$ cat config.mk
export PLATFORM = sky130hd
export DESIGN_NAME = sorted_priority_queue
export DESIGN_NICKNAME = d
export VERILOG_FILES = /design/src/spq_pkg.sv /design/src/spq_cell.sv /design/src/sorted_priority_queue.sv
export SDC_FILE = /design/constraint.sdc
export NUM_CORES = 2
export LEC_CHECK = 0
export ABC_AREA = 0
export BUFFER_PORTS_ARGS = -buffer_cell sky130_fd_sc_hd__buf_2
export CAP_MARGIN = 20
export CORE_MARGIN = 1.5
export CORE_UTILIZATION = 50
export DETAILED_ROUTE_END_ITERATION = 10
export HOLD_SLACK_MARGIN = 0.05
export PLACE_DENSITY = 0.62
export SYNTH_ARGS = -nofsm -noshare
export SYNTH_HDL_FRONTEND = slang
export SYNTH_HIERARCHICAL = 1
export SYNTH_SLANG_ARGS = --single-unit
$ cat constraint.sdc
create_clock -name clk -period 13.8 [get_ports clk]
set_input_delay 0 -clock clk [delete_from_list [all_inputs] [get_ports clk]]
set_output_delay 0 -clock clk [all_outputs]
set_load 0.01 [all_outputs]
$ cat src/spq_pkg.sv
// ----------------------------------------------------------------------------
// spq_pkg
// Shared types and constants for the sorted priority queue and its cells.
// ----------------------------------------------------------------------------
package spq_pkg;

  localparam int DEPTH    = 16;
  localparam int KEY_BITS = 16;
  localparam int ID_BITS  = 16;

  // fixed widths of the word fields
  localparam int KEY_FIELD_BITS = 16;
  localparam int ID_FIELD_BITS  = 16;
  localparam int OCC_BITS       = 5;

  // occupancy counter must hold DEPTH itself
  localparam int CNT_W = $clog2(DEPTH + 1);

  localparam logic       CMD_INSERT = 1'b0;
  localparam logic       CMD_REMOVE = 1'b1;

  localparam logic [1:0] ST_OK    = 2'd0;
  localparam logic [1:0] ST_EMPTY = 2'd1;
  localparam logic [1:0] ST_FULL  = 2'd2;

  typedef struct packed {
    logic                      command;
    logic [KEY_FIELD_BITS-1:0] key_value;
    logic [ID_FIELD_BITS-1:0]  entry_id;
  } cmd_t;

  typedef struct packed {
    logic [1:0]               status;
    logic [ID_FIELD_BITS-1:0] removed_id;
    logic [OCC_BITS-1:0]      occupancy;
  } res_t;

  typedef enum logic [1:0] {
    OP_HOLD,
    OP_INSERT,
    OP_REMOVE
  } cell_op_t;

  // broadcast from the top level to every cell
  typedef struct packed {
    cell_op_t            op;
    logic [KEY_BITS-1:0] key;
    logic [ID_BITS-1:0]  id;
  } cell_ctl_t;

endpackage

$ cat src/spq_cell.sv
// ----------------------------------------------------------------------------
// spq_cell
// One slot of the sorted chain. Slot 0 holds the smallest key; keys do not
// decrease toward higher slots, and among equal keys the newest sits lowest.
// ----------------------------------------------------------------------------
module spq_cell (
  input  logic                         clk,
  input  spq_pkg::cell_ctl_t           ctl,
  input  logic                         occupied,
  input  logic                         lower_lt,
  input  logic [spq_pkg::KEY_BITS-1:0] lower_key,
  input  logic [spq_pkg::ID_BITS-1:0]  lower_id,
  input  logic [spq_pkg::KEY_BITS-1:0] upper_key,
  input  logic [spq_pkg::ID_BITS-1:0]  upper_id,
  output logic                         lt,
  output logic [spq_pkg::KEY_BITS-1:0] key,
  output logic [spq_pkg::ID_BITS-1:0]  id
);

  // stored key is below the new key, so this slot stays put on insert
  assign lt = occupied && (key < ctl.key);

  always_ff @(posedge clk) begin
    case (ctl.op)
      spq_pkg::OP_INSERT: begin
        if (!lt) begin
          if (lower_lt) begin
            key <= ctl.key;
            id  <= ctl.id;
          end else begin
            key <= lower_key;
            id  <= lower_id;
          end
        end
      end
      spq_pkg::OP_REMOVE: begin
        key <= upper_key;
        id  <= upper_id;
      end
      default: begin
      end
    endcase
  end

endmodule

$ cat src/sorted_priority_queue.sv
// ----------------------------------------------------------------------------
// sorted_priority_queue
// Bounded priority queue of (key, id) entries held in a chain of cells,
// extracting the smallest key, newest first among equal keys.
// ----------------------------------------------------------------------------
//  channel | handshake             | word
//  --------+-----------------------+-------------------------------------
//  cmd     | cmd_valid / cmd_ready | command, key_value, entry_id
//  res     | res_valid / res_ready | status, removed_id, occupancy
//
// one command per cycle while results are taken: every cell compares against the
// new key at once and shifts or loads in the same cycle.
// the result sits in an output register in the cycle after acceptance; a new
// command is taken whenever that register is empty or being drained.
// a stalled res channel holds cmd_ready low until the result is taken.
// reset clears the entry count and the output valid; slot contents are not reset.
// ----------------------------------------------------------------------------
module sorted_priority_queue (
  input  logic          clk,
  input  logic          rst,
  input  logic          cmd_valid,
  output logic          cmd_ready,
  input  spq_pkg::cmd_t cmd,
  output logic          res_valid,
  input  logic          res_ready,
  output spq_pkg::res_t res
);

  logic [spq_pkg::CNT_W-1:0] count;
  logic [spq_pkg::CNT_W-1:0] count_next;
  spq_pkg::res_t             res_next;
  spq_pkg::cell_ctl_t        ctl;
  logic                      accept;
  logic                      is_full;
  logic                      is_empty;

  logic                         lt_chain  [0:spq_pkg::DEPTH];
  logic [spq_pkg::KEY_BITS-1:0] key_chain [0:spq_pkg::DEPTH];
  logic [spq_pkg::ID_BITS-1:0]  id_chain  [0:spq_pkg::DEPTH];

  assign cmd_ready = !res_valid || res_ready;
  assign accept    = cmd_valid && cmd_ready;
  assign is_full   = (count == spq_pkg::CNT_W'(spq_pkg::DEPTH));
  assign is_empty  = (count == '0);

  // sentinel below slot 0 acts as a key smaller than anything
  assign lt_chain[0]  = 1'b1;
  assign key_chain[0] = '0;
  assign id_chain[0]  = '0;

  always_comb begin
    ctl.key    = spq_pkg::KEY_BITS'(cmd.key_value);
    ctl.id     = spq_pkg::ID_BITS'(cmd.entry_id);
    ctl.op     = spq_pkg::OP_HOLD;
    count_next = count;
    res_next.status     = spq_pkg::ST_OK;
    res_next.removed_id = '0;
    if (accept) begin
      if (cmd.command == spq_pkg::CMD_INSERT) begin
        if (is_full) begin
          res_next.status = spq_pkg::ST_FULL;
        end else begin
          ctl.op     = spq_pkg::OP_INSERT;
          count_next = count + spq_pkg::CNT_W'(1);
        end
      end else begin
        if (is_empty) begin
          res_next.status = spq_pkg::ST_EMPTY;
        end else begin
          ctl.op              = spq_pkg::OP_REMOVE;
          count_next          = count - spq_pkg::CNT_W'(1);
          res_next.removed_id = spq_pkg::ID_FIELD_BITS'(id_chain[1]);
        end
      end
    end
    res_next.occupancy = spq_pkg::OCC_BITS'(count_next);
  end

  for (genvar i = 0; i < spq_pkg::DEPTH; i++) begin : g_cell
    localparam int UP = (i + 2 > spq_pkg::DEPTH) ? spq_pkg::DEPTH : i + 2;
    logic occupied;

    assign occupied = (count > spq_pkg::CNT_W'(i));

    spq_cell u_cell (
      .clk       (clk),
      .ctl       (ctl),
      .occupied  (occupied),
      .lower_lt  (lt_chain[i]),
      .lower_key (key_chain[i]),
      .lower_id  (id_chain[i]),
      .upper_key (key_chain[UP]),
      .upper_id  (id_chain[UP]),
      .lt        (lt_chain[i+1]),
      .key       (key_chain[i+1]),
      .id        (id_chain[i+1])
    );
  end

  always_ff @(posedge clk) begin
    if (rst) begin
      count     <= '0;
      res_valid <= 1'b0;
    end else begin
      count <= count_next;
      if (accept) begin
        res_valid <= 1'b1;
      end else if (res_ready) begin
        res_valid <= 1'b0;
      end
    end
  end

  always_ff @(posedge clk) begin
    if (accept) begin
      res <= res_next;
    end
  end

  // assertions
  a_count_bound: assert property (@(posedge clk) disable iff (rst)
    count <= spq_pkg::CNT_W'(spq_pkg::DEPTH))
    else $error("entry count above depth");

  a_full_drop: assert property (@(posedge clk) disable iff (rst)
    (accept && cmd.command == spq_pkg::CMD_INSERT && is_full) |=>
      (res.status == spq_pkg::ST_FULL && $stable(count)))
    else $error("insert into full queue changed the store");

  a_empty_result: assert property (@(posedge clk) disable iff (rst)
    (res_valid && res.status == spq_pkg::ST_EMPTY) |->
      (res.occupancy == '0 && res.removed_id == '0))
    else $error("empty result with entries or id");

  a_occ_tracks: assert property (@(posedge clk) disable iff (rst)
    accept |=> (res.occupancy == spq_pkg::OCC_BITS'(count)))
    else $error("reported occupancy differs from entry count");

endmodule

==> results.cfg <==
[layout]
final_util = 0.558
multi_input_area_sq_um = 16500
drive_gt1_frac = 0.0753
stdcell_area_sq_um = 37600
fin_cells = 4221
fillers = 5781
nets = 3585
area_delta_synth_final_pct = 10.2
regArea_sq_um = 16200

[timing]
hold_violations = 0
fin_tns_setup_ps = 0
slew_violations = 0
rsz0062_at_grt = false
worst_pin_slew_ps = 1110
fmax_mhz = 260
setup_viol = 0
fin_skew_ps = 28.7
worst_slack_ps = 9960
period_share = 0.279
period_minus_slack_ps = 3840
slew_headroom = 0.258

[critical_path]
critPathTopFamily = simple AND/OR/NAND/NOR gates
critPathSlowestCell = and3_2
cpPeakStageDelay_ps = 980
start_kind = flip-flop
worst-setup-path-type = reg2reg
crit_buf_inv = 1
cp_data_arrival_time_ps = 4170
end_kind = flip-flop
required_ps = 14130
worstPathCellList = inv_1 -> ha_1 -> o31ai_1 -> nor3b_1 -> and3_2 -> mux2i_1 -> o21ai_0
path_max_fanout = 32

[drt]
via_count = 23800
ant_nets = 0
wl_per_cell_um = 19.1
first_pass_iters = 5
routed_via_density = 5.63
drt_iter0_drc = 1579
drc = 0
drt-total-wl_mm = 80.4

[place]
dpl_cell_area_sq_um = 35300
dp_cells = 4080
hpwl_mm = 59.1
io_buffers = 61
gp_congestion = 0.858
dp_slack_ps = 9630

[power]
p_sw_frac = 0.317
powerDensity_nw_per_um2 = 151
switchingPower_uw = 1800
intPower_uw = 3870
clockPowerShare = 0.287
irDropWorstVdd_mv = 0.123
power_leakage_uw = 0.0132
pwr-share-comb = 0.256
power_frac_seq = 0.457

[clocking]
cts_made_buffers = 66
cts.path.max_buffers = 3
cts-root-buf = clkbuf_16
cts.sinks = 541
clkTransAtPathRegs_ps = 60
ctsHoldBuffers = 19
post-cts-setup-buffers = 0
tritoncts = yes
clock_latency_ps = 610
htreeDepth = 3
cts.repair.resized = 0

[global_routing]
grt_max_degree = 66
grt_overflow_total = 0
grt_pass1_vias = 23800
grt_pass1_wl_mm = 130
grtUsageTotal = 0.229
antenna_found_initial = 2

[die]
core_sq_um = 67400
die_y_um = 264
start_util = 0.507
ios = 62
rows = 95
die_area_sq_um = 69900
fp.dieW_um = 264

[job]
cap_viol_max_count = 0

[logic_synthesis]
yosys_warnings = 6
synth_area_sq_um = 34100
syn_area_per_cell_sq_um = 10.4
netlist_instances = 3272

[outcome]
status = completed

[worst_hold_path]
hp-class = in2reg
path summary, 6_finish.rpt:
kind / cells past startpoint / from / endpoint / slack (ps)
setup / recovery: 7 / count[1]$_SDFF_PP0_ / g_cell[14].u_cell/id[11]$_DFFE_PP_ / 9960
hold / removal: 2 / cmd[32] / res[21]$_DFFE_PP_ / 120
setup reg to reg: 7 / count[1]$_SDFF_PP0_ / g_cell[14].u_cell/id[11]$_DFFE_PP_ / 9960
hold reg to reg: 2 / g_cell[15].u_cell/id[7]$_DFFE_PP_ / g_cell[15].u_cell/id[7]$_DFFE_PP_ / 560
power by group through the flow:
| stage | Sequential, uW | Combinational (uW) | Clock [uW] |
|---|---|---|---|
| 2_1_floorplan | 2520 | 1090 | 0 |
| 3_3_place_gp | 2600 | 1350 | 0 |
| 3_5_place_dp | 2620 | 1430 | 0 |
| 4_1_cts | 2580 | 1440 | 1670 |
| 5_1_grt | 2620 | 1630 | 1720 |
| 6_report | 2590 | 1450 | 1630 |
flip-flops by register name (all words and copies together) (netlist names):
name,flops
g_cell.u_cell/id,256
count,5
g_cell.u_cell/key,256
res_valid,1
res,23
cell type report:
cell class	instances	area share
multi-input combinational	2328	0.439
clock buffer	89	0.0482
inverter	248	0.0248
antenna	1	0.0000665
tap	873	0.0290
timing repair buffer	117	0.0238
sequential	541	0.430
clock inverter	24	0.00459
per-layer routing:
layer | global-route usage | wire length (um) | vias up
met4 | 0.0665 | 2100 | 0
met5 | 0 | 0 | -
li1 | - | - | 11900
met1 | 0.321 | 38300 | 11300
met3 | 0.0319 | 3200 | 124
met2 | 0.370 | 36800 | 466
metrics by stage:
stage	hold WS, ps	power [uW]
after floorplan	68.9	3610
after global placement	275	3950
after detailed placement	285	4040
after CTS	88.3	5690
after global routing	106	5970
final	116	5670
layout by cell type, fill, tap and decap left out, drive strengths merged, types with 3 or more instances in the layout:
master	n
o21ai	561
nand2	550
edfxtp	535
mux2i	513
inv	249
ha	246
buf	98
clkbuf	89
a21oi	57
nand4	56
conb	33
and3	32
nand2b	31
nor2	29
clkinv	22
nor3	21
dlygate4sd3	19
nor2b	18
nor3b	17
nand3	16
xnor2	16
a211oi	15
o211ai	15
a31oi	14
o21bai	14
o21a	14
a2111o	14
a41oi	14
dfxtp	6
o22ai	3
and2	3
No activity file was read; power rests on OpenSTA's default activity.
